--- config.mk ---
export PLATFORM = sky130hd
export DESIGN_NAME = frb_store
export DESIGN_NICKNAME = d
export VERILOG_FILES = /design/src/design/frb_pkg.sv /design/src/design/frb_store.sv
export SDC_FILE = /design/constraint.sdc
export NUM_CORES = 1
export LEC_CHECK = 0
export ABC_CLOCK_PERIOD_IN_PS = 3250
export BUFFER_PORTS_ARGS = -buffer_cell sky130_fd_sc_hd__buf_2
export CAP_MARGIN = 20
export CORE_MARGIN = 4
export CORE_UTILIZATION = 40
export DETAILED_ROUTE_END_ITERATION = 10
export PLACE_DENSITY = 0.64
export SLEW_MARGIN = 20
export SYNTH_ARGS = -nofsm -noshare
export SYNTH_HDL_FRONTEND = slang
export SYNTH_SLANG_ARGS = --single-unit
--- constraint.sdc ---
create_clock -name clk -period 3.25 [get_ports clk]
set_input_delay 0.8125 -clock clk [delete_from_list [all_inputs] [get_ports clk]]
set_output_delay 0.8125 -clock clk [all_outputs]
set_load 0.05 [all_outputs]
--- src/design/frb_pkg.sv ---
`timescale 1ns / 1ps
`default_nettype none

package frb_pkg;

  localparam int FRAME_BYTES_DEF = 64;
  localparam int LEN_OVERHEAD    = 2;
  localparam logic [7:0] HEADER_RESET = 8'h52;

  typedef enum logic [1:0] {
    KIND_PAYLOAD  = 2'd0,
    KIND_EMPTY    = 2'd1,
    KIND_OVERSIZE = 2'd2
  } kind_t;

  typedef enum logic [2:0] {
    ST_HUNT,
    ST_LEN,
    ST_DATA,
    ST_EMIT_RD,
    ST_EMIT_WR
  } state_t;

  typedef struct packed {
    logic [7:0] rx_byte;
  } in_word_t;

  typedef struct packed {
    logic [1:0] kind;
    logic [7:0] payload_byte;
    logic [5:0] frame_length;
    logic       last_of_run;
  } out_word_t;

endpackage

`default_nettype wire

--- src/design/frb_store.sv ---
`timescale 1ns / 1ps
`default_nettype none

module frb_store #(
  parameter int DEPTH = frb_pkg::FRAME_BYTES_DEF - frb_pkg::LEN_OVERHEAD,
  localparam int AW = (DEPTH > 1) ? $clog2(DEPTH) : 1
) (
  input  wire logic          clk,
  input  wire logic          wr_en,
  input  wire logic [AW-1:0] wr_addr,
  input  wire logic [7:0]    wr_data,
  input  wire logic          rd_en,
  input  wire logic [AW-1:0] rd_addr,
  output logic      [7:0]    rd_data
);

  logic [7:0] mem [DEPTH];

  always_ff @(posedge clk) begin
    if (wr_en) begin
      mem[wr_addr] <= wr_data;
    end
  end

  always_ff @(posedge clk) begin
    if (rd_en) begin
      rd_data <= mem[rd_addr];
    end
  end

endmodule

`default_nettype wire

# --- Word-level counts from Yosys, hierarchy flattened ---
# Memory sizes are Yosys's and may differ from the RTL's. A register that Yosys moved wholly into a read port is not among the register bits.
# Index checks and enable logic that the tools add are counted.
classes:
  muxes: 2
ops:
  columns: ["operator", "count"]
  rows:
  - ["$mux W1", 2]
word_totals:
  n_memories: 1
  word_cells: 3
  output_inout_bits: 8
  input_bits: 23
  ff_bits: 0
  ramBits: 496
mem_list:
  columns: ["memory", "words", "word_bits", "read_ports", "rd_ports_with_merged_regs", "write_ports", "line_no", "source"]
  rows:
  - ["mem", 62, 8, 1, 1, 1, "frb_store.sv:17", "logic [7:0] mem [DEPTH];"]

# --- Logic depth before layout (Yosys ltp) ---
depth:
  ltp_word: 2
  ltp_mapped: 10
  depth_no_buf: 5

# --- Worst setup path after synthesis ---
# OpenSTA, ideal clock, no wires.
synth_path:
  path_type: "input-to-reg"
  start: "in rd_addr[0]"
  end: "reg rd_data[4], read port of mem (data pin)"
  n_path_buf: 3
  arrival_ps: 2462
  required_ps: 2995
  slack_ps: 533
  stages: 7
  setup_time_ps: 255
  cell_sequence: "buf_6 > buf_4 > buf_2 > mux4_2 > a221oi_1 > o21ai_0 > and3_1"
synth_lines:
  columns: ["item", "line_no", "source"]
  rows:
  - ["from (decl)", "frb_store.sv:13", "input wire logic [AW-1:0] rd_addr,"]
  - ["to (decl)", "frb_store.sv:14", "output logic [7:0] rd_data"]

==> flow_summary.json <==
{
  "cts_htree_levels": 2,
  "finalHoldViolCount": 0,
  "cts_tree": "done",
  "yosysWarningCount": 0,
  "synth.cell_area_mm2": 0.01964,
  "drt_iter0_markers": 1066,
  "layout_setup_ws_ps": 690.6,
  "avgSynthCellArea_um2": 21.00,
  "ys_seq_area_share_pct": 77.07,
  "post-dp-hpwl_um": 28840,
  "leakagePower_nw": 7.419,
  "ios": 31,
  "tightest_slew_ps": 1004,
  "drv_cap": 0,
  "cts_resized": 0,
  "num_vias": 9670,
  "rsz0062_at_grt": "no",
  "grt_first_pass_wirelength_um": 67120,
  "vias_per_cell": 5.442,
  "grt_overflow": 0,
  "grt_max_degree": 63,
  "grt_use_total_pct": 17.20,
  "wl_per_cell_um": 25.34,
  "cts_buffers": 50,
  "slew_violations": 0,
  "cts.sinks": 504,
  "worst_hold_slack_ps": 481.3,
  "cp_data_required_time_ps": 3590,
  "num_rows": 80,
  "ys.flop_type": "edfxtp_1",
  "ys_ff_latch": 504,
  "fmax_ghz": 0.3907,
  "synthArstFlopShare_pct": 0,
  "gp_congestion": 0.8210,
  "cp-end-kind": "flip-flop",
  "final_nets": 1102,
  "io_buffers": 30,
  "hold_buffers": 0,
  "ant_nets": 0,
  "setup_viol": 0,
  "die-width_um": 229.6,
  "pre_cts_slack_ps": 70.20,
  "hold_path_class": "in2reg",
  "first_global_vias": 9979,
  "drive_gt1_share_pct": 30.71,
  "core_region_area_mm2": 0.04815,
  "crit_arrival_ps": 2900,
  "power_mw": 13.63,
  "fin_crit_sh_pct": 78.75,
  "cts_setup_buffers": 0,
  "cp-start-kind": "input pin",
  "setup_tns_ps": 0,
  "grt_antenna_before_repair": 4,
  "synth_edf_count": 504,
  "ir_drop_v": 0.0003411,
  "mostFrequentLayoutCells": "504 x edfxtp_1, 114 x mux4_2, 104 x buf_4",
  "synth_nets": 958,
  "wl_um": 45030,
  "drc": 0,
  "clk_pin_slew_ps": 60,
  "synth.distinct_cells": 41,
  "dieArea_mm2": 0.05270,
  "final_common_cell": "edfxtp_1",
  "fin_crit_ps": 2559,
  "die-height_um": 229.6,
  "postSynthCellCount": 935,
  "final_util_pct": 47.73,
  "max-slew-margin-rel_pct": 31.33,
  "clock_skew_ps": 11.21,
  "power_density_mw_per_mm2": 593.2,
  "start_util_pct": 40.78,
  "status": "finished, final reports clean",
  "firstDrtPassIters": 6,
  "cts-root-buf": "clkbuf_16",
  "insertion_delay_ps": 580,
  "syn_to_final_growth_pct": 17.03,
  "critPathMaxFanout": 16,
  "worstSetupPathType": "in2reg",
  "cts.path.max_buffers": 3
}
[registers in the layout (all words and copies together), names as in the netlist]
name     flops
rd_data      8
mem        496
[per-stage QoR]
step,area [µm²],std cells
final,22980,1777
after floorplan,19640,935
after global routing,22980,1776
after global placement,21380,1683
after detailed placement,21380,1683
after CTS,22980,1776
[report_power, final]
group	switching, mW	internal [mW]	leakage, nW	total (mW)
registers	0.0170	7.21	4.54	7.23
clock network	2.38	3.28	0.787	5.65
logic	0.460	0.292	2.09	0.752
[routing by layer]
layer  global-route usage [%]  part of all wire (%)
met1                    23.78                    42
met2                    27.66                    49
met3                    4.076                   7.2
met4                    4.679                   2.4
met5                        0                  0.10
[synth_stat cells (2+ instances only)]
cell / n / area share, %
a2111oi_0: 4 / 0.18
a21oi_1: 3 / 0.076
a221oi_1: 9 / 0.40
a22oi_1: 5 / 0.19
a31oi_1: 4 / 0.13
and2_1: 3 / 0.096
and3_1: 7 / 0.22
buf_1: 6 / 0.11
buf_2: 9 / 0.23
buf_4: 10 / 0.38
buf_6: 3 / 0.17
clkbuf_1: 26 / 0.50
edfxtp_1: 504 / 77
inv_1: 3 / 0.057
mux2_2: 10 / 0.57
mux2i_1: 41 / 2.1
mux4_2: 114 / 13
nand2_1: 16 / 0.31
nand2b_1: 4 / 0.13
nand3_1: 10 / 0.25
nand3b_1: 3 / 0.11
nand4_1: 3 / 0.096
nor2_1: 68 / 1.3
nor2b_1: 9 / 0.29
nor3_1: 5 / 0.13
nor4_1: 4 / 0.13
o21ai_0: 19 / 0.48
o221ai_1: 4 / 0.18
o22ai_1: 10 / 0.32
or2_2: 3 / 0.096
or3_1: 5 / 0.16
or3b_2: 2 / 0.089
[logic make-up after synthesis]
kind of cell	count (synthesis)	share of synthesized area [%]
flops	504	77.07
mux	165	15.74
simple gates	143	3.447
compound gates	65	2.268
buf+inv	58	1.472
[final cells by class]
| cell class | count | area (µm²) |
|---|---|---|
| Antenna cell | 1 | 2.502 |
| Clock buffer | 63 | 1364 |
| Clock inverter | 30 | 235.2 |
| Fill cell | 3934 | 25170 |
| Inverter | 4 | 15.01 |
| Multi-Input combinational cell | 373 | 4213 |
| Sequential cell | 504 | 15130 |
| Tap cell | 656 | 820.8 |
| Timing Repair Buffer | 146 | 1195 |
[worst max-delay path: stages]
cell	delay [ps]
clkbuf_8	250
buf_12	230
buf_12	180
mux4_2	500
mux2_2	290
o22ai_1	240
o31ai_1	160
and3_1	210
[path summary, 6_finish.rpt]
kind                                 start    endpoint  slack [ps]  cells after the start
worst max register to register  mem[48][4]  rd_data[4]        1110                      6
worst min register to register  mem[25][0]  rd_data[0]         850                      4
worst max-delay path            rd_addr[0]  rd_data[4]         690                      8
worst min-delay path            wr_data[5]  mem[14][5]         480                      1
Power figures use the tool's default switching activity.
